==> src/rtl/tilt_direction_and_repeat_core_defines.svh <==
// Assertion macros shared by the tilt direction and repeat RTL.
`ifndef TILT_DIRECTION_AND_REPEAT_CORE_DEFINES_SVH
`define TILT_DIRECTION_AND_REPEAT_CORE_DEFINES_SVH

// Same-cycle implication, disabled while reset is low.
`define TDR_ASSERT_IMPL(lbl, clk, rst_n, ante, cons, msg) \
    lbl: assert property (@(posedge clk) disable iff (!rst_n) (ante) |-> (cons)) \
        else $error(msg);

// Next-cycle implication, disabled while reset is low.
`define TDR_ASSERT_NEXT(lbl, clk, rst_n, ante, cons, msg) \
    lbl: assert property (@(posedge clk) disable iff (!rst_n) (ante) |=> (cons)) \
        else $error(msg);

`endif

==> src/rtl/tdr_pkg.sv <==
// Types, widths and codes shared by the tilt direction and repeat block.
package tdr_pkg;

    localparam int SAMPLE_BITS = 13;

    localparam int THR_W      = 12;
    localparam int MAX_W      = 7;
    localparam int RATE_W     = 8;
    localparam int DIV_W      = 5;
    localparam int CNT_W      = 10;
    localparam int DIR_W      = 3;
    localparam int MOVE_W     = 2;
    localparam int CFG_IDX_W  = 3;
    localparam int CFG_DATA_W = 12;

    // compare width covers samples, thresholds and their negation
    localparam int CMP_W  = ((SAMPLE_BITS > THR_W) ? SAMPLE_BITS : THR_W) + 2;
    // signed (max -+ speed) and its double
    localparam int DIFF_W = RATE_W + 2;
    // magnitude of the doubled difference, also the quotient width
    localparam int NUM_W  = RATE_W + 1;
    localparam int DIV_STEPS = NUM_W;
    localparam int STEP_W = $clog2(DIV_STEPS + 1);
    localparam int REM_W  = DIV_W + 1;
    localparam int LIM_W  = ((CNT_W + 1) > (NUM_W + 2)) ? (CNT_W + 1) : (NUM_W + 2);
    // largest count that survives a step without firing
    localparam int CNT_BOUND = 2 * ((1 << MAX_W) - 1) + 1;

    localparam logic [DIR_W-1:0] DIR_NONE  = 3'd0;
    localparam logic [DIR_W-1:0] DIR_UP    = 3'd1;
    localparam logic [DIR_W-1:0] DIR_DOWN  = 3'd2;
    localparam logic [DIR_W-1:0] DIR_LEFT  = 3'd3;
    localparam logic [DIR_W-1:0] DIR_RIGHT = 3'd4;

    localparam logic [MOVE_W-1:0] MOVE_STAY = 2'd0;
    localparam logic [MOVE_W-1:0] MOVE_POS  = 2'd1;
    localparam logic [MOVE_W-1:0] MOVE_NEG  = 2'd2;

    localparam logic [CFG_IDX_W-1:0] REG_RATE_CEIL  = 3'd0;
    localparam logic [CFG_IDX_W-1:0] REG_RATE_FLOOR = 3'd1;
    localparam logic [CFG_IDX_W-1:0] REG_DIVISOR    = 3'd2;
    localparam logic [CFG_IDX_W-1:0] REG_SIDE_THR   = 3'd3;
    localparam logic [CFG_IDX_W-1:0] REG_UP_THR     = 3'd4;
    localparam logic [CFG_IDX_W-1:0] REG_DOWN_THR   = 3'd5;
    localparam logic [CFG_IDX_W-1:0] REG_DEAD_ZONE  = 3'd6;

    localparam logic [MAX_W-1:0]         RATE_CEIL_RST  = 7'd100;
    localparam logic signed [RATE_W-1:0] RATE_FLOOR_RST = -8'sd100;
    localparam logic [DIV_W-1:0]         DIVISOR_RST    = 5'd1;
    localparam logic [THR_W-1:0]         SIDE_THR_RST   = 12'd90;
    localparam logic [THR_W-1:0]         UP_THR_RST     = 12'd35;
    localparam logic [THR_W-1:0]         DOWN_THR_RST   = 12'd100;
    localparam logic [THR_W-1:0]         DEAD_ZONE_RST  = 12'd45;

    typedef logic signed [SAMPLE_BITS-1:0] t_sample;

    typedef struct packed {
        logic [MAX_W-1:0]         rate_ceil;
        logic signed [RATE_W-1:0] rate_floor;
        logic [DIV_W-1:0]         divisor;
        logic [THR_W-1:0]         side_thr;
        logic [THR_W-1:0]         up_thr;
        logic [THR_W-1:0]         down_thr;
        logic [THR_W-1:0]         dead_zone;
    } t_cfg;

    typedef struct packed {
        logic [MOVE_W-1:0]        move;
        logic signed [RATE_W-1:0] rate;
    } t_lane_res;

    typedef struct packed {
        logic [DIR_W-1:0]         dir;
        logic [MOVE_W-1:0]        x_move;
        logic [MOVE_W-1:0]        y_move;
        logic signed [RATE_W-1:0] x_rate;
        logic signed [RATE_W-1:0] y_rate;
    } t_result;

endpackage

==> src/rtl/tdr_if.sv <==
// Channel interfaces: sample input, result output and register write port.
interface tdr_in_if;
    logic                                   valid;
    logic                                   ready;
    logic signed [tdr_pkg::SAMPLE_BITS-1:0] accel_x;
    logic signed [tdr_pkg::SAMPLE_BITS-1:0] accel_y;
    logic signed [tdr_pkg::SAMPLE_BITS-1:0] accel_z;

    modport source (output valid, accel_x, accel_y, accel_z, input ready);
    modport sink   (input valid, accel_x, accel_y, accel_z, output ready);
endinterface

interface tdr_res_if;
    logic                              valid;
    logic                              ready;
    logic [tdr_pkg::DIR_W-1:0]         tilt_direction;
    logic [tdr_pkg::MOVE_W-1:0]        x_move;
    logic [tdr_pkg::MOVE_W-1:0]        y_move;
    logic signed [tdr_pkg::RATE_W-1:0] x_rate;
    logic signed [tdr_pkg::RATE_W-1:0] y_rate;

    modport source (output valid, tilt_direction, x_move, y_move, x_rate, y_rate,
                    input ready);
    modport sink   (input valid, tilt_direction, x_move, y_move, x_rate, y_rate,
                    output ready);
endinterface

interface tdr_cfg_if;
    logic                              valid;
    logic                              ready;
    logic [tdr_pkg::CFG_IDX_W-1:0]     index;
    logic [tdr_pkg::CFG_DATA_W-1:0]    data;

    modport source (output valid, index, data, input ready);
    modport sink   (input valid, index, data, output ready);
endinterface

==> src/rtl/tdr_axis_lane.sv <==
// One axis lane: speed limiting, serial interval divide and repeat counter.
`include "tilt_direction_and_repeat_core_defines.svh"

module tdr_axis_lane (
    input  logic               i_clk,
    input  logic               i_rst_n,
    input  logic               i_start,
    input  tdr_pkg::t_sample   i_sample,
    input  tdr_pkg::t_cfg      i_cfg,
    input  logic               i_take,
    output logic               o_done,
    output tdr_pkg::t_lane_res o_res
);

    localparam logic [1:0] ST_IDLE = 2'd0;
    localparam logic [1:0] ST_LOAD = 2'd1;
    localparam logic [1:0] ST_DIV  = 2'd2;
    localparam logic [1:0] ST_DONE = 2'd3;

    logic [1:0]                        r_state;
    logic [tdr_pkg::STEP_W-1:0]        r_step;
    logic signed [tdr_pkg::RATE_W-1:0] r_speed;
    logic [tdr_pkg::NUM_W-1:0]         r_num;
    logic                              r_neg;
    logic [tdr_pkg::DIV_W-1:0]         r_div;
    logic [tdr_pkg::REM_W-2:0]         r_rem;
    logic [tdr_pkg::CNT_W-1:0]         r_cnt;
    logic                              r_last_pos;

    // speed from the sample
    logic signed [tdr_pkg::CMP_W-1:0]  v_ext;
    logic signed [tdr_pkg::CMP_W-1:0]  v_mag;
    logic signed [tdr_pkg::CMP_W-1:0]  v_half;
    logic signed [tdr_pkg::CMP_W-1:0]  dz_ext;
    logic signed [tdr_pkg::CMP_W-1:0]  max_ext;
    logic signed [tdr_pkg::CMP_W-1:0]  min_ext;
    logic signed [tdr_pkg::RATE_W-1:0] speed;

    always_comb begin
        v_ext   = tdr_pkg::CMP_W'(i_sample);
        v_mag   = v_ext[tdr_pkg::CMP_W-1] ? -v_ext : v_ext;
        v_half  = (v_ext + $signed({{(tdr_pkg::CMP_W-1){1'b0}}, v_ext[tdr_pkg::CMP_W-1]}))
                  >>> 1;
        dz_ext  = $signed({{(tdr_pkg::CMP_W-tdr_pkg::THR_W){1'b0}}, i_cfg.dead_zone});
        max_ext = $signed({{(tdr_pkg::CMP_W-tdr_pkg::MAX_W){1'b0}}, i_cfg.rate_ceil});
        min_ext = tdr_pkg::CMP_W'($signed(i_cfg.rate_floor));
        priority if (v_mag < dz_ext) begin
            speed = '0;
        end else if (v_half > max_ext) begin
            speed = $signed({1'b0, i_cfg.rate_ceil});
        end else if (v_half < min_ext) begin
            speed = $signed(i_cfg.rate_floor);
        end else begin
            speed = v_half[tdr_pkg::RATE_W-1:0];
        end
    end

    // doubled distance of the speed from the limit, as sign and magnitude
    logic                              pos;
    logic signed [tdr_pkg::DIFF_W-1:0] s_ext;
    logic signed [tdr_pkg::DIFF_W-1:0] m_ext;
    logic signed [tdr_pkg::DIFF_W-1:0] diff2;
    logic signed [tdr_pkg::DIFF_W-1:0] diff2_mag;

    assign pos       = (r_speed > 0);
    assign s_ext     = tdr_pkg::DIFF_W'(r_speed);
    assign m_ext     = $signed({{(tdr_pkg::DIFF_W-tdr_pkg::MAX_W){1'b0}}, i_cfg.rate_ceil});
    assign diff2     = (pos ? (m_ext - s_ext) : (m_ext + s_ext)) <<< 1;
    assign diff2_mag = diff2[tdr_pkg::DIFF_W-1] ? -diff2 : diff2;

    // restoring divide, one quotient bit a cycle
    logic [tdr_pkg::REM_W-1:0] trial;
    logic                      q_bit;
    logic [tdr_pkg::REM_W-1:0] rem_sub;

    assign trial   = {r_rem, r_num[tdr_pkg::NUM_W-1]};
    assign q_bit   = (trial >= {1'b0, r_div});
    assign rem_sub = q_bit ? (trial - {1'b0, r_div}) : trial;

    // repeat decision
    logic signed [tdr_pkg::LIM_W-1:0] q_ext;
    logic signed [tdr_pkg::LIM_W-1:0] lim;
    logic [tdr_pkg::CNT_W-1:0]        cnt_base;
    logic [tdr_pkg::CNT_W-1:0]        cnt_inc;
    logic                             fire;
    logic [tdr_pkg::MOVE_W-1:0]       move;
    logic [tdr_pkg::CNT_W-1:0]        n_cnt;

    always_comb begin
        q_ext    = $signed({{(tdr_pkg::LIM_W-tdr_pkg::NUM_W){1'b0}}, r_num});
        lim      = (r_neg ? -q_ext : q_ext) + tdr_pkg::LIM_W'(1);
        cnt_base = (pos != r_last_pos) ? '0 : r_cnt;
        cnt_inc  = cnt_base + tdr_pkg::CNT_W'(1);
        fire     = ($signed({{(tdr_pkg::LIM_W-tdr_pkg::CNT_W){1'b0}}, cnt_inc}) > lim);
        if (r_speed == 0) begin
            move  = tdr_pkg::MOVE_STAY;
            n_cnt = '0;
        end else if (fire) begin
            move  = pos ? tdr_pkg::MOVE_POS : tdr_pkg::MOVE_NEG;
            n_cnt = '0;
        end else begin
            move  = tdr_pkg::MOVE_STAY;
            n_cnt = cnt_inc;
        end
    end

    always_ff @(posedge i_clk) begin
        if (!i_rst_n) begin
            r_state    <= ST_IDLE;
            r_step     <= '0;
            r_cnt      <= '0;
            r_last_pos <= 1'b0;
        end else begin
            unique case (r_state)
                ST_IDLE: begin
                    if (i_start) begin
                        r_speed <= speed;
                        r_state <= ST_LOAD;
                    end
                end
                ST_LOAD: begin
                    r_num   <= diff2_mag[tdr_pkg::NUM_W-1:0];
                    r_neg   <= diff2[tdr_pkg::DIFF_W-1];
                    r_div   <= (i_cfg.divisor == '0) ? tdr_pkg::DIV_W'(1) : i_cfg.divisor;
                    r_rem   <= '0;
                    r_step  <= '0;
                    r_state <= ST_DIV;
                end
                ST_DIV: begin
                    r_num  <= {r_num[tdr_pkg::NUM_W-2:0], q_bit};
                    r_rem  <= rem_sub[tdr_pkg::REM_W-2:0];
                    r_step <= r_step + tdr_pkg::STEP_W'(1);
                    if (r_step == tdr_pkg::STEP_W'(tdr_pkg::DIV_STEPS - 1)) begin
                        r_state <= ST_DONE;
                    end
                end
                ST_DONE: begin
                    // commit the counter only when the merged result is taken
                    if (i_take) begin
                        r_cnt <= n_cnt;
                        if (r_speed != 0) begin
                            r_last_pos <= pos;
                        end
                        r_state <= ST_IDLE;
                    end
                end
                default: r_state <= ST_IDLE;
            endcase
        end
    end

    assign o_done     = (r_state == ST_DONE);
    assign o_res.move = move;
    assign o_res.rate = r_speed;

    `TDR_ASSERT_IMPL(a_step_range, i_clk, i_rst_n, r_state == ST_DIV,
        r_step < tdr_pkg::STEP_W'(tdr_pkg::DIV_STEPS), "divide step past last bit")
    `TDR_ASSERT_IMPL(a_cnt_bound, i_clk, i_rst_n, 1'b1,
        r_cnt <= tdr_pkg::CNT_W'(tdr_pkg::CNT_BOUND), "repeat count above largest limit")
    `TDR_ASSERT_IMPL(a_take_when_done, i_clk, i_rst_n, i_take,
        r_state == ST_DONE, "lane result taken before it was ready")

endmodule

==> src/rtl/tdr_merge.sv <==
// Merge stage: tilt direction from the corrected sample, joined with both lanes.
module tdr_merge (
    input  tdr_pkg::t_sample   i_x,
    input  tdr_pkg::t_sample   i_y,
    input  logic               i_swap,
    input  tdr_pkg::t_cfg      i_cfg,
    input  tdr_pkg::t_lane_res i_x_res,
    input  tdr_pkg::t_lane_res i_y_res,
    output tdr_pkg::t_result   o_res
);

    logic signed [tdr_pkg::CMP_W-1:0] x_ext;
    logic signed [tdr_pkg::CMP_W-1:0] y_ext;
    logic signed [tdr_pkg::CMP_W-1:0] side_ext;
    logic signed [tdr_pkg::CMP_W-1:0] up_ext;
    logic signed [tdr_pkg::CMP_W-1:0] down_ext;
    logic [tdr_pkg::DIR_W-1:0]        dir;

    always_comb begin
        x_ext    = tdr_pkg::CMP_W'(i_x);
        y_ext    = tdr_pkg::CMP_W'(i_y);
        side_ext = $signed({{(tdr_pkg::CMP_W-tdr_pkg::THR_W){1'b0}}, i_cfg.side_thr});
        // upside down: up and down thresholds trade places
        up_ext   = $signed({{(tdr_pkg::CMP_W-tdr_pkg::THR_W){1'b0}},
                            i_swap ? i_cfg.down_thr : i_cfg.up_thr});
        down_ext = $signed({{(tdr_pkg::CMP_W-tdr_pkg::THR_W){1'b0}},
                            i_swap ? i_cfg.up_thr : i_cfg.down_thr});
        priority if (x_ext < -side_ext) begin
            dir = ((y_ext < -up_ext) && (y_ext < x_ext)) ? tdr_pkg::DIR_UP
                                                         : tdr_pkg::DIR_RIGHT;
        end else if (x_ext > side_ext) begin
            dir = ((y_ext > down_ext) && (y_ext > x_ext)) ? tdr_pkg::DIR_DOWN
                                                          : tdr_pkg::DIR_LEFT;
        end else if (y_ext < -up_ext) begin
            dir = tdr_pkg::DIR_UP;
        end else if (y_ext > down_ext) begin
            dir = tdr_pkg::DIR_DOWN;
        end else begin
            dir = tdr_pkg::DIR_NONE;
        end
    end

    assign o_res.dir    = dir;
    assign o_res.x_move = i_x_res.move;
    assign o_res.y_move = i_y_res.move;
    assign o_res.x_rate = i_x_res.rate;
    assign o_res.y_rate = i_y_res.rate;

endmodule

==> src/rtl/tilt_direction_and_repeat_core.sv <==
// Top level of the tilt direction and repeat block: config, lanes, merge, output.
//
//   channel  | dir | beat carries
//   ---------+-----+--------------------------------------------------------
//   i_in     | in  | accel_x, accel_y, accel_z (signed samples)
//   o_res    | out | tilt_direction, x_move, y_move, x_rate, y_rate
//   i_cfg    | in  | index (register number), data (write value)
//
// An input beat reaches the result register in order: the accepting
// edge corrects and holds the sample, then the lanes limit the speed, load the
// divider, run the serial interval divide (one quotient bit a cycle in each lane)
// and commit the repeat counters. The next beat is accepted the cycle after, so
// a new sample is taken only once the last one has been committed.
// A full, untaken result register holds both lanes and the counters until it drains.
// Reset is synchronous, active low, and restores the register defaults.
`include "tilt_direction_and_repeat_core_defines.svh"

module tilt_direction_and_repeat_core (
    input  logic             i_clk,
    input  logic             i_rst_n,
    tdr_in_if.sink           i_in,
    tdr_res_if.source        o_res,
    tdr_cfg_if.sink          i_cfg
);

    // saturating negate: the most negative sample maps to the largest positive
    function automatic tdr_pkg::t_sample neg_sat(input tdr_pkg::t_sample v);
        tdr_pkg::t_sample most_neg;
        most_neg = {1'b1, {(tdr_pkg::SAMPLE_BITS-1){1'b0}}};
        if (v == most_neg) begin
            neg_sat = {1'b0, {(tdr_pkg::SAMPLE_BITS-1){1'b1}}};
        end else begin
            neg_sat = -v;
        end
    endfunction

    tdr_pkg::t_cfg      r_cfg;
    tdr_pkg::t_sample   r_x;
    tdr_pkg::t_sample   r_y;
    logic               r_swap;
    logic               r_busy;
    logic               r_start;
    logic               r_out_valid;
    tdr_pkg::t_result   r_out;

    logic               accept;
    logic               take;
    logic               x_done;
    logic               y_done;
    tdr_pkg::t_lane_res x_res;
    tdr_pkg::t_lane_res y_res;
    tdr_pkg::t_result   merged;

    // register writes: always ready, unknown indexes drop
    assign i_cfg.ready = 1'b1;

    always_ff @(posedge i_clk) begin
        if (!i_rst_n) begin
            r_cfg.rate_ceil  <= tdr_pkg::RATE_CEIL_RST;
            r_cfg.rate_floor <= tdr_pkg::RATE_FLOOR_RST;
            r_cfg.divisor    <= tdr_pkg::DIVISOR_RST;
            r_cfg.side_thr   <= tdr_pkg::SIDE_THR_RST;
            r_cfg.up_thr     <= tdr_pkg::UP_THR_RST;
            r_cfg.down_thr   <= tdr_pkg::DOWN_THR_RST;
            r_cfg.dead_zone  <= tdr_pkg::DEAD_ZONE_RST;
        end else if (i_cfg.valid) begin
            unique case (i_cfg.index)
                tdr_pkg::REG_RATE_CEIL:  r_cfg.rate_ceil  <= i_cfg.data[tdr_pkg::MAX_W-1:0];
                tdr_pkg::REG_RATE_FLOOR: r_cfg.rate_floor <= i_cfg.data[tdr_pkg::RATE_W-1:0];
                tdr_pkg::REG_DIVISOR:    r_cfg.divisor    <= i_cfg.data[tdr_pkg::DIV_W-1:0];
                tdr_pkg::REG_SIDE_THR:   r_cfg.side_thr   <= i_cfg.data[tdr_pkg::THR_W-1:0];
                tdr_pkg::REG_UP_THR:     r_cfg.up_thr     <= i_cfg.data[tdr_pkg::THR_W-1:0];
                tdr_pkg::REG_DOWN_THR:   r_cfg.down_thr   <= i_cfg.data[tdr_pkg::THR_W-1:0];
                tdr_pkg::REG_DEAD_ZONE:  r_cfg.dead_zone  <= i_cfg.data[tdr_pkg::THR_W-1:0];
                default: ;
            endcase
        end
    end

    // one sample in flight; the result register decouples the output side
    assign i_in.ready = !r_busy;
    assign accept     = i_in.valid && !r_busy;
    // both lanes finish together; move the merged beat once the slot is free
    assign take       = x_done && y_done && (!r_out_valid || o_res.ready);

    always_ff @(posedge i_clk) begin
        if (!i_rst_n) begin
            r_busy      <= 1'b0;
            r_start     <= 1'b0;
            r_out_valid <= 1'b0;
        end else begin
            r_start <= accept;
            if (accept) begin
                r_busy <= 1'b1;
            end else if (take) begin
                r_busy <= 1'b0;
            end
            if (take) begin
                r_out_valid <= 1'b1;
            end else if (o_res.ready) begin
                r_out_valid <= 1'b0;
            end
        end
    end

    // upside down: flip both axes before anything else looks at them
    always_ff @(posedge i_clk) begin
        if (accept) begin
            r_swap <= i_in.accel_z[tdr_pkg::SAMPLE_BITS-1];
            if (i_in.accel_z[tdr_pkg::SAMPLE_BITS-1]) begin
                r_x <= neg_sat(i_in.accel_x);
                r_y <= neg_sat(i_in.accel_y);
            end else begin
                r_x <= i_in.accel_x;
                r_y <= i_in.accel_y;
            end
        end
        if (take) begin
            r_out <= merged;
        end
    end

    tdr_axis_lane u_lane_x (
        .i_clk    (i_clk),
        .i_rst_n  (i_rst_n),
        .i_start  (r_start),
        .i_sample (r_x),
        .i_cfg    (r_cfg),
        .i_take   (take),
        .o_done   (x_done),
        .o_res    (x_res)
    );

    tdr_axis_lane u_lane_y (
        .i_clk    (i_clk),
        .i_rst_n  (i_rst_n),
        .i_start  (r_start),
        .i_sample (r_y),
        .i_cfg    (r_cfg),
        .i_take   (take),
        .o_done   (y_done),
        .o_res    (y_res)
    );

    tdr_merge u_merge (
        .i_x     (r_x),
        .i_y     (r_y),
        .i_swap  (r_swap),
        .i_cfg   (r_cfg),
        .i_x_res (x_res),
        .i_y_res (y_res),
        .o_res   (merged)
    );

    assign o_res.valid          = r_out_valid;
    assign o_res.tilt_direction = r_out.dir;
    assign o_res.x_move         = r_out.x_move;
    assign o_res.y_move         = r_out.y_move;
    assign o_res.x_rate         = r_out.x_rate;
    assign o_res.y_rate         = r_out.y_rate;

    `TDR_ASSERT_IMPL(a_lanes_agree, i_clk, i_rst_n, 1'b1,
        x_done == y_done, "axis lanes out of step")
    `TDR_ASSERT_NEXT(a_accept_busy, i_clk, i_rst_n, accept,
        r_busy && r_start, "accepted beat did not start the lanes")
    `TDR_ASSERT_IMPL(a_take_busy, i_clk, i_rst_n, take,
        r_busy && !r_start, "result taken with no sample in flight")

endmodule

==> src/flat_wrapper.sv <==
// flat-port wrapper written by rule: the top's interface ports become plain ports
module tilt_direction_and_repeat_core_flat 
  (i_clk, i_rst_n, i_in_valid, i_in_accel_x, i_in_accel_y, i_in_accel_z, i_in_ready, o_res_valid, o_res_tilt_direction, o_res_x_move, o_res_y_move, o_res_x_rate, o_res_y_rate, o_res_ready, i_cfg_valid, i_cfg_index, i_cfg_data, i_cfg_ready);
  tdr_in_if i_in_i ();
  tdr_res_if o_res_i ();
  tdr_cfg_if i_cfg_i ();
  input  logic i_clk;
  input  logic i_rst_n;
  input wire logic [$bits(i_in_i.valid)-1:0] i_in_valid;
  input wire logic [$bits(i_in_i.accel_x)-1:0] i_in_accel_x;
  input wire logic [$bits(i_in_i.accel_y)-1:0] i_in_accel_y;
  input wire logic [$bits(i_in_i.accel_z)-1:0] i_in_accel_z;
  output wire logic [$bits(i_in_i.ready)-1:0] i_in_ready;
  output wire logic [$bits(o_res_i.valid)-1:0] o_res_valid;
  output wire logic [$bits(o_res_i.tilt_direction)-1:0] o_res_tilt_direction;
  output wire logic [$bits(o_res_i.x_move)-1:0] o_res_x_move;
  output wire logic [$bits(o_res_i.y_move)-1:0] o_res_y_move;
  output wire logic [$bits(o_res_i.x_rate)-1:0] o_res_x_rate;
  output wire logic [$bits(o_res_i.y_rate)-1:0] o_res_y_rate;
  input wire logic [$bits(o_res_i.ready)-1:0] o_res_ready;
  input wire logic [$bits(i_cfg_i.valid)-1:0] i_cfg_valid;
  input wire logic [$bits(i_cfg_i.index)-1:0] i_cfg_index;
  input wire logic [$bits(i_cfg_i.data)-1:0] i_cfg_data;
  output wire logic [$bits(i_cfg_i.ready)-1:0] i_cfg_ready;
  assign i_in_i.valid = i_in_valid;
  assign i_in_i.accel_x = i_in_accel_x;
  assign i_in_i.accel_y = i_in_accel_y;
  assign i_in_i.accel_z = i_in_accel_z;
  assign i_in_ready = i_in_i.ready;
  assign o_res_valid = o_res_i.valid;
  assign o_res_tilt_direction = o_res_i.tilt_direction;
  assign o_res_x_move = o_res_i.x_move;
  assign o_res_y_move = o_res_i.y_move;
  assign o_res_x_rate = o_res_i.x_rate;
  assign o_res_y_rate = o_res_i.y_rate;
  assign o_res_i.ready = o_res_ready;
  assign i_cfg_i.valid = i_cfg_valid;
  assign i_cfg_i.index = i_cfg_index;
  assign i_cfg_i.data = i_cfg_data;
  assign i_cfg_ready = i_cfg_i.ready;
  tilt_direction_and_repeat_core u_core (.i_clk(i_clk), .i_rst_n(i_rst_n), .i_in(i_in_i), .o_res(o_res_i), .i_cfg(i_cfg_i));
endmodule
==> config.mk <==
export PLATFORM = sky130hd
export DESIGN_NAME = tilt_direction_and_repeat_core_flat
export DESIGN_NICKNAME = d
export VERILOG_FILES = /design/src/rtl/tdr_pkg.sv /design/src/rtl/tdr_if.sv /design/src/rtl/tdr_axis_lane.sv /design/src/rtl/tdr_merge.sv /design/src/rtl/tilt_direction_and_repeat_core.sv /design/src/flat_wrapper.sv
export VERILOG_INCLUDE_DIRS = /design/src /design/src/rtl
export SDC_FILE = /design/constraint.sdc
export NUM_CORES = 1
export LEC_CHECK = 0
export BUFFER_PORTS_ARGS = -buffer_cell sky130_fd_sc_hd__buf_2
export CORE_ASPECT_RATIO = 2
export CORE_UTILIZATION = 35
export CTS_CLUSTER_DIAMETER = 40
export DETAILED_ROUTE_END_ITERATION = 16
export SYNTH_ARGS = -nofsm -noshare
export SYNTH_HDL_FRONTEND = slang
export SYNTH_SLANG_ARGS = --single-unit
==> constraint.sdc <==
create_clock -name i_clk -period 12.1 [get_ports i_clk]
set_clock_uncertainty 0.2 [all_clocks]
set_input_delay 1.21 -clock i_clk [delete_from_list [all_inputs] [get_ports i_clk]]
set_output_delay 1.21 -clock i_clk [all_outputs]
set_load 0.03 [all_outputs]
Yosys cells after proc, flatten, opt, wreduce, memory -nomap -nowiden:

Index checks and enable logic that the tools add are counted.

* magnitude comparators: 18
* mux-type cells: 51
* reductions and logical operators: 43
* bitwise logic cells: 2
* $add $sub $neg: 24
* eq/ne operators: 24

Operators by type and width (count)
* 32-bit zero test: 2
* 32-bit nonzero test: 2
* 10-bit 2-to-1 mux: 6
* 13-bit 2-to-1 mux: 4
* 13-bit > comparator: 3
* 9-bit 2-to-1 mux: 4
* 9-bit one-hot mux with 2 select lines: 2
* 13-bit by 15-bit < comparator with 1-bit output: 2
* 15-bit by 13-bit < comparator with 1-bit output: 2
* 15-bit 2-to-1 mux: 2
* 12-bit negation with 15-bit output: 2
* 13-bit negation with 15-bit output: 2
* 13-bit by 2-bit adder with 14-bit output: 2
* 13-bit == test (second input constant): 2
* 13-bit by 8-bit > comparator with 1-bit output: 2
* 13-bit by 8-bit < comparator with 1-bit output: 2
* 13-bit negation: 2
* 2-bit AND reduction: 13
* 12-bit 2-to-1 mux: 2
* 11-bit by 2-bit adder with 11-bit output (second input constant): 2
* 11-bit > comparator: 2
* 11-bit 2-to-1 mux: 2
* 9-bit negation with 11-bit output: 2
* 10-bit by 1-bit adder with 10-bit output (second input constant): 2
* 36 further kinds: 94

* input port bits: 59
* register bits after elaboration: 211
* word-level logic and storage cells: 200

Depth between registers and ports, before layout:

Gate-level depths: netlist of run 1.

* depth after elaboration: 7
* depth in mapped cells: 19
* gate-level depth less buffers: 19

Modules after synthesis:

Synthesis of run 1 repeated with hierarchy kept, for this count alone.

* cells, all modules: 2017
* area, all modules: 17224.0 µm²

By module, submodules not included
* tdr_axis_lane at u_core.u_lane_x: instances 1, area an instance 5069.9 µm², cells each 617
* tdr_axis_lane at u_core.u_lane_y: instances 1, area an instance 4901.0 µm², cells each 601
* tilt_direction_and_repeat_core: instances 1, area an instance 4807.1 µm², cells each 480
* tdr_merge: instances 1, area an instance 2446.1 µm², cells each 319

Worst setup path before layout of run 1:

No wires, ideal clock.

* path type: register to register
* from: register u_core.r_swap
* to: register u_core.r_out (netlist bit u_core.o_res.tilt_direction[2]), data pin
* setup time: 0.272 ns
* cell stages (with the launch flop): 19
* buffers on the path: 4
* arrival time: 3.977 ns
* required time: 11.628 ns
* clock period less this slack: 4.449 ns
* setup slack: 7.651 ns
* cell sequence: edfxtp_1 clkbuf_1 clkbuf_1 buf_2 buf_2 mux2i_1 ha_1 o21ai_0 or2_2 nor2_1 o21ai_0 xor2_1 ha_1 nor2b_1 o21ai_0 a21oi_1 or3b_2 mux2i_1 a21oi_1

* cells in the longest elaborated chain, start to end: 6

Ends and longest elaborated chain
* start: declaration: line tilt_direction_and_repeat_core.sv:40 `logic r_swap;`
* start signal: assignment: line tilt_direction_and_repeat_core.sv:109 `r_swap <= i_in.accel_z[tdr_pkg::SAMPLE_BITS-1];`
* 12-bit 2-to-1 mux: line tdr_merge.sv:25 `i_swap ? i_cfg.down_thr : i_cfg.up_thr});`
* 12-bit negation with 15-bit output: line tdr_merge.sv:29 `dir = ((y_ext < -up_ext) && (y_ext < x_ext)) ? tdr_pkg::DIR_UP`
* 13-bit by 15-bit < comparator with 1-bit output: line tdr_merge.sv:29
* 1-bit logical AND: line tdr_merge.sv:29
* 3-bit 2-to-1 mux: line tdr_merge.sv:29
* 3-bit 2-to-1 mux: line tdr_merge.sv:28 `priority if (x_ext < -side_ext) begin`
* end signal: assignment: line tilt_direction_and_repeat_core.sv:119 `r_out <= merged;`
* end: declaration: line tilt_direction_and_repeat_core.sv:44 `tdr_pkg::t_result r_out;`

No other way between the ends.
A chain may end at the register's enable or synchronous reset.

Worst setup path after layout of run 1:

* from: register u_core.u_lane_y.r_speed[0] (netlist name)
* to: register u_core.r_out (netlist bit u_core.o_res.y_move[0]), data pin

* cells in the longest elaborated chain, start to end: 7
* elaborated cells between the ends (all ways): 9
* classes of those cells: 1 x add/sub; 2 x order compare; 1 x eq/ne; 2 x mux; 1 x bitwise; 2 x reduce/logical

Ends and longest elaborated chain
* start: declaration: line tdr_axis_lane.sv:22 `logic signed [tdr_pkg::RATE_W-1:0] r_speed;`
* start signal: assignment: line tdr_axis_lane.sv:117 `r_speed <= speed;`
* 8-bit by 1-bit > comparator with 1-bit output: line tdr_axis_lane.sv:65 `assign pos = (r_speed > 0);`
* 1-bit != test: line tdr_axis_lane.sv:92 `cnt_base = (pos != r_last_pos) ? '0 : r_cnt;`
* 10-bit 2-to-1 mux: line tdr_axis_lane.sv:92
* 10-bit by 1-bit adder with 10-bit output: line tdr_axis_lane.sv:93 `cnt_inc = cnt_base + tdr_pkg::CNT_W'(1);`
* 11-bit > comparator: line tdr_axis_lane.sv:94 `fire = ($signed({{(tdr_pkg::LIM_W-tdr_pkg::CNT_W){1'b0}}, cnt_inc}) > lim);`
* 1-bit NOT (no line)
* 2-bit OR reduction (no line)

Several ways; a longest one is shown, not always the timed one.

==> flow_metrics.env, run 1 <==
export IMPL_status="complete, no violations"
export IMPL_grtUsageTotal=0.196
export IMPL_num_vias=14100
export IMPL_crit_fanout=12
export IMPL_start_kind="register"
export IMPL_synthCells=1915
export IMPL_grt_max_degree=64
export IMPL_yosysTopAreaCell="edfxtp_1"
export IMPL_wl_per_cell_um=18.1
export IMPL_drtIter0Drc=559
export IMPL_path_delay_family="simple AND/OR/NAND/NOR gates"
export IMPL_synth_ff_type="edfxtp_1"
export IMPL_period_needed_ns=4.94
export IMPL_vias_per_cell=5.39
export IMPL_post_cts_setup_buffers=0
export IMPL_power_switching_mw=0.908
export IMPL_grt_first_pass_wirelength_um=73600
export IMPL_slew_viol_final=0
export IMPL_hold_class="register to register"
export IMPL_cap_violations=0
export IMPL_yosys_register_bits=211
export IMPL_crit_type="register to register"
export IMPL_clk_path_buf_depth=3
export IMPL_ys_seq_area_frac=0.319
export IMPL_tritoncts="built"
export IMPL_seqPwrFrac=0.362
export IMPL_dieArea_um2=48300
export IMPL_die_y_um=310
export IMPL_core_um2=46700
export IMPL_clk_latency_ns=0.57
export IMPL_ys_types=87
export IMPL_numClockSinks=211
export IMPL_cp_required_ns=12.23
export IMPL_overflow=0
export IMPL_ant_nets=0
export IMPL_critPathBufInv=1
export IMPL_yosysWarningCount=0
export IMPL_ys_async_sr_fraction=0
export IMPL_setup_tns_ns=0
export IMPL_die_x_um=156
export IMPL_clk_pin_slew_worst_paths_ns=0.07
export IMPL_syn_nets=2177
export IMPL_power_share_clock=0.337
export IMPL_root_buffer="clkbuf_16"
export IMPL_setup_viol=0
export IMPL_slew_headroom=0.232
export IMPL_netlist_area_um2=16600
export IMPL_power_leakage_nw=7.40
export IMPL_syn_to_final_growth_pct=11.4
export IMPL_gp_congestion=0.897
export IMPL_power_internal_mw=1.65
export IMPL_cts_hold_buf=0
export IMPL_grt_antenna_before_repair=0
export IMPL_diodes=0
export IMPL_synth_top_cell_area_share=0.192
export IMPL_period_share=0.408
export IMPL_dp_final_hpwl_um=37100
export IMPL_ioPinCount=85
export IMPL_setup_slack_ns=7.16
export IMPL_crit_slowest_cell="nor3b_1"
export IMPL_drive_above_1_share=0.0923
export IMPL_port_buffers=71
export IMPL_std_cell_rows=112
export IMPL_syn_mean_instance_area_um2=8.66
export IMPL_drt_wl_total_um=47200
export IMPL_fmax_mhz=203
export IMPL_pwr_share_comb=0.300
export IMPL_first_global_vias=14200
export IMPL_dr_pass1_iters=5
export IMPL_slowest_delay_ns=0.60
export IMPL_cts_max_level=1
export IMPL_start_util=0.356
export IMPL_worst_pin_slew_ns=1.15
export IMPL_hold_viol=0
export IMPL_synth_edff_count=106
export IMPL_worstPathCellList="inv_1 > ha_1 > nor3b_1 > a21oi_2 > xnor2_1 > and2_1 > ha_1 > nand3_1 > xor2_1 > nor2_1 > ha_1 > or2_2 > a21oi_1 > a21oi_1 > maj3_1 > nand3_1 > a21oi_1 > o21a_1"
export IMPL_cts_buffers=29
export IMPL_cp_arrival_ns=5.07
export IMPL_synthTopCellsByArea="edfxtp_1 (19%), ha_1 (15%), dfxtp_1 (13%), xnor2_1 (5.8%), nand2_1 (5.7%)"
export IMPL_power_mw=2.56
export IMPL_nets=2221
export IMPL_p_sw_frac=0.354
export IMPL_power_density_nw_per_um2=139
export IMPL_rsz0062_at_grt="no"
export IMPL_cts_resized=0
export IMPL_pre_cts_ws_ns=7.24
export IMPL_drcViolationCount=0
export IMPL_vdd_drop_max_uv=105
export IMPL_critPathCaptureType="register"
==> area by class of cell <==
type | instances | area (um^2)
inverters | 126 | 473
clock inverters | 20 | 200
fillers | 4660 | 28200
flip-flops and latches | 211 | 5290
multi-input cells | 1509 | 10500
clock buffers | 34 | 774
well taps | 627 | 785
repair buffers | 82 | 438
==> Yosys cell counts, types with 24 or more instances <==
cell type and instances:
ha_1 199, clkbuf_1 49, nand3_1 72, xor2_1 57
nor2_1 136, o21ai_0 87, inv_1 123, nand2_1 251
edfxtp_1 106, nor3_1 53, xnor2_1 109, a21oi_1 114
nor2b_1 25, nand4_1 25, dfxtp_1 105, o211ai_1 24
mux2i_1 48
==> flip-flops by register name (all words and copies together), names as in the netlist, 2 cells and up <==
| signal | count |
|---|---|
| u_core.r_cfg | 68 |
| u_core.r_x | 13 |
| u_core.r_y | 13 |
| u_core.u_lane_x.r_cnt | 10 |
| u_core.u_lane_y.r_cnt | 10 |
| u_core.u_lane_x.r_num | 9 |
| u_core.u_lane_y.r_num | 9 |
| u_core.o_res.x_rate | 8 |
| u_core.o_res.y_rate | 8 |
| u_core.u_lane_x.r_speed | 8 |
| u_core.u_lane_y.r_speed | 8 |
| u_core.u_lane_x.r_div | 5 |
| u_core.u_lane_x.r_rem | 5 |
| u_core.u_lane_y.r_div | 5 |
| u_core.u_lane_y.r_rem | 5 |
| u_core.u_lane_x.r_step | 4 |
| u_core.u_lane_y.r_step | 4 |
| u_core.o_res.tilt_direction | 3 |
| u_core.o_res.x_move | 2 |
| u_core.o_res.y_move | 2 |
| u_core.u_lane_x.r_state | 2 |
| u_core.u_lane_y.r_state | 2 |
==> layout by cell type, fill, tap and decap left out, types with 12 or more instances in the layout <==
cell type / netlist / final
dfxtp_1: 105 / 105
o31ai_1: 18 / 18
mux2_2: 19 / 19
ha_1: 199 / 199
o21ai_0: 87 / 87
buf_2: 8 / 71
nor3_1: 53 / 53
inv_1: 123 / 123
nand2b_1: 21 / 21
a211oi_1: 20 / 20
a21o_1: 21 / 21
nor2_1: 136 / 135
xor2_1: 57 / 57
nand2_1: 251 / 251
mux2i_1: 48 / 48
nor2b_1: 25 / 23
nand4_1: 25 / 25
o21a_1: 19 / 19
nor4_1: 12 / 12
nand3_1: 72 / 72
o211ai_1: 24 / 24
o21ai_1: 12 / 12
clkbuf_16: 0 / 29
edfxtp_1: 106 / 106
a21oi_1: 114 / 114
xnor2_1: 109 / 109
==> power by group through the flow <==
stage / Combinational, mW / Sequential, mW / Clock (mW)
2_1_floorplan: 0.614 / 0.895 / 0
5_1_grt: 0.868 / 0.936 / 0.911
3_5_place_dp: 0.770 / 0.942 / 0
3_3_place_gp: 0.738 / 0.939 / 0
4_1_cts: 0.774 / 0.927 / 0.888
6_report: 0.770 / 0.928 / 0.865
==> metrics by stage <==
stage / instance area [um^2] / utilization / hold slack (ns) / std cells
3_3_place_gp: 17500 / 0.375 / 0.240 / 2555
2_1_floorplan: 16600 / - / 0.228 / 1915
6_report: 18500 / 0.396 / 0.260 / 2609
4_1_cts: 18500 / 0.396 / 0.258 / 2609
5_1_grt: 18500 / 0.396 / 0.281 / 2609
3_5_place_dp: 17500 / 0.375 / 0.248 / 2555
==> path summary, 6_finish.rpt <==
kind	from	to	slack, ns	depth (start not counted)
setup / recovery	u_core.u_lane_y.r_speed[0]	u_core.o_res.y_move[0]	7.16	18
setup reg to reg	u_core.u_lane_y.r_speed[0]	u_core.o_res.y_move[0]	7.16	18
hold / removal	u_core.r_cfg[9]	u_core.r_cfg[9]	0.26	2
hold reg to reg	u_core.r_cfg[9]	u_core.r_cfg[9]	0.26	2
==> kinds of logic after synthesis <==
logic type / synth area share
XOR/XNOR: 0.0910
buffers and inverters: 0.0479
other: 0.000226
multiplexers: 0.0419
flip-flops: 0.319
AND/OR/NAND/NOR: 0.190
AO/OA/AOI/OAI: 0.155
adder cells (fa/ha/maj): 0.156
==> worst min-delay path, delay by kind of cell, from the launching register on <==
family	cells	cell delay, ns
AOI/OAI and AO/OA	1	0.05
and+or+nand+nor	1	0.05
DFF	1	0.31
==> routing by layer <==
metal	GRT usage	part of all wire
met2	0.393	0.55
met1	0.176	0.33
met3	0.0189	0.036
met5	0	0
met4	0.148	0.078
(Power assumes the default switching activity.)
==> run 2, diff against run 1 <==
- clock period: 12.1 -> 4.1 ns (I/O delays scaled with it)
==> flow_metrics.env, run 2 (synthesis gave the netlist of run 1 again) <==
export IMPL_status="complete, no violations"
export IMPL_power_share_clock=0.340
export IMPL_fill_cells=4550
export IMPL_gp_congestion=0.962
export IMPL_hold_class="primary input to register"
export IMPL_final_cells=2720
export IMPL_tritoncts="built"
export IMPL_hp_start="i_in_accel_x[2]"
export IMPL_slew_viol_final=0
export IMPL_critPathLaunch="u_core.u_lane_y.r_speed[1]"
export IMPL_grtUsageTotal=0.202
export IMPL_mostFrequentLayoutCell="nand2_1"
export IMPL_critPathCaptureType="register"
export IMPL_reg_top3="u_core.r_cfg (68), u_core.r_x (13), u_core.r_y (13)"
export IMPL_dieArea_um2=48300
export IMPL_dr_pass1_iters=6
export IMPL_final_cell_mix="nand2_1 (251), ha_1 (195), nor2_1 (134)"
export IMPL_cp_arrival_ns=4.03
export IMPL_power_internal_mw=5.04
export IMPL_start_util=0.356
export IMPL_hold_viol=0
export IMPL_cp_required_ns=4.23
export IMPL_setup_viol=0
export IMPL_clk_latency_ns=0.57
export IMPL_path_depth=19
export IMPL_grt_first_pass_wirelength_um=75800
export IMPL_post_route_util=0.420
export IMPL_largest_reg_flops=68
export IMPL_num_vias=14500
export IMPL_p_sw_frac=0.353
export IMPL_power_switching_mw=2.75
export IMPL_setup_tns_ns=0
export IMPL_power_leakage_nw=7.96
export IMPL_clk_path_buf_depth=3
export IMPL_clk_pin_slew_worst_paths_ns=0.06
export IMPL_crit_reg2reg_capture="u_core.o_res.y_move[0]"
export IMPL_vias_per_cell=5.34
export IMPL_fin_hold_ws_ns=0.0221
export IMPL_grt_antenna_before_repair=0
export IMPL_cts_max_level=1
export IMPL_overflow=0
export IMPL_port_buffers=71
export IMPL_max_flop_register="u_core.r_cfg"
export IMPL_regArea_um2=5290
export IMPL_diodes=0
export IMPL_ff2ff_path_depth=19
export IMPL_numClockSinks=211
export IMPL_rsz0062_at_grt="no"
export IMPL_start_kind="register"
export IMPL_worstPathCellList="inv_2 > ha_2 > nor3b_4 > buf_6 > a21oi_4 > xnor2_2 > and2_4 > ha_2 > nand3_2 > xor2_1 > nor2_2 > ha_1 > or2_2 > a21oi_1 > a21oi_1 > maj3_2 > nand3_2 > a21oi_4 > o21a_1"
export IMPL_cts_buffers=29
export IMPL_root_buffer="clkbuf_16"
export IMPL_seqPwrFrac=0.344
export IMPL_placed_cells=2623
export IMPL_std_cell_rows=112
export IMPL_nets=2332
export IMPL_ant_nets=0
export IMPL_drcViolationCount=0
export IMPL_path_delay_family="simple AND/OR/NAND/NOR gates"
export IMPL_critPathCapture="u_core.o_res.y_move[0]"
export IMPL_slew_headroom=0.239
export IMPL_multi_input_area_um2=10700
export IMPL_drtIter0Drc=640
export IMPL_ff2ff_setup_slack_ns=0.20
export IMPL_power_density_nw_per_um2=397
export IMPL_period_share=0.952
export IMPL_grt_max_degree=35
export IMPL_critPathBufInv=2
export IMPL_crit_slowest_cell="edfxtp_1"
export IMPL_timing_rr_start="u_core.u_lane_y.r_speed[1]"
export IMPL_fmax_mhz=256
export IMPL_die_y_um=310
export IMPL_period_needed_ns=3.90
export IMPL_core_um2=46700
export IMPL_ioPinCount=85
export IMPL_dp_final_hpwl_um=38100
export IMPL_syn_to_final_growth_pct=18.2
export IMPL_pwr_share_comb=0.316
export IMPL_crit_type="register to register"
export IMPL_drt_wl_total_um=48300
export IMPL_first_global_vias=14800
export IMPL_vdd_drop_max_uv=309
export IMPL_drive_above_1_share=0.136
export IMPL_die_x_um=156
export IMPL_cap_violations=0
export IMPL_wl_per_cell_um=17.8
export IMPL_crit_fanout=4
export IMPL_slowest_delay_ns=0.40
export IMPL_worst_pin_slew_ns=1.14
## run 2: worst min-delay path by stage
stage / end / slack, ns / cells past startpoint
floorplan: u_core.o_res.y_rate[7] / 0.23 / 0
global placement: u_core.r_cfg[7] / 0.24 / 2
detailed placement: u_core.u_lane_y.r_cnt[9] / 0.25 / 2
CTS: u_core.r_x[2] / 0.002 / 3
global route: u_core.r_x[12] / 0.02 / 2
finish: u_core.r_x[2] / 0.02 / 3
## run 2: per-layer routing
metal / routed length, um / GRT usage
met3: 1690 / 0.0208
met2: 26200 / 0.399
met1: 16300 / 0.182
met5: 0 / 0
met4: 4160 / 0.159
## run 2: area by class of cell
cell class	count	area share
Multi-Input combinational cell	1509	0.544
Sequential cell	211	0.270
Timing Repair Buffer	193	0.0702
Tap cell	627	0.0400
Clock buffer	31	0.0385
Inverter	126	0.0241
Clock inverter	23	0.0139
## run 2: power by group through the flow
stage | clock, mW | combinational, mW | sequential (mW)
floorplan | 0 | 1.81 | 2.64
global placement | 0 | 2.31 | 2.71
detailed placement | 0 | 2.39 | 2.72
CTS | 2.70 | 2.43 | 2.67
global route | 2.77 | 2.77 | 2.70
finish | 2.64 | 2.46 | 2.68
## run 2: worst min-delay path: stages
cell and delay [ns]:
buf_2 0.11, xnor2_1 0.08, nand2_1 0.08
## run 2: timing repair
item / CTS / global route
buffers inserted: 2 / 8
hold endpoints to repair: 58 / 0
endpoints found under the setup margin: 10 / 41
hold buffers: 32 / 0
cloned: 0 / 1
pin swaps: 1 / 8
gates resized for setup: 1 / 36
## run 2: metrics by stage
| step | instance area [um^2] | setup slack (ns) | power, mW |
|---|---|---|---|
| 6_report | 19600 | 0.196 | 7.78 |
| 5_1_grt | 19600 | 0.00558 | 8.24 |
| 4_1_cts | 19400 | 0.0121 | 7.80 |
| 3_5_place_dp | 18000 | -0.128 | 5.11 |
| 3_3_place_gp | 18000 | 0.0331 | 5.02 |
| 2_1_floorplan | 16600 | 0.0333 | 4.46 |
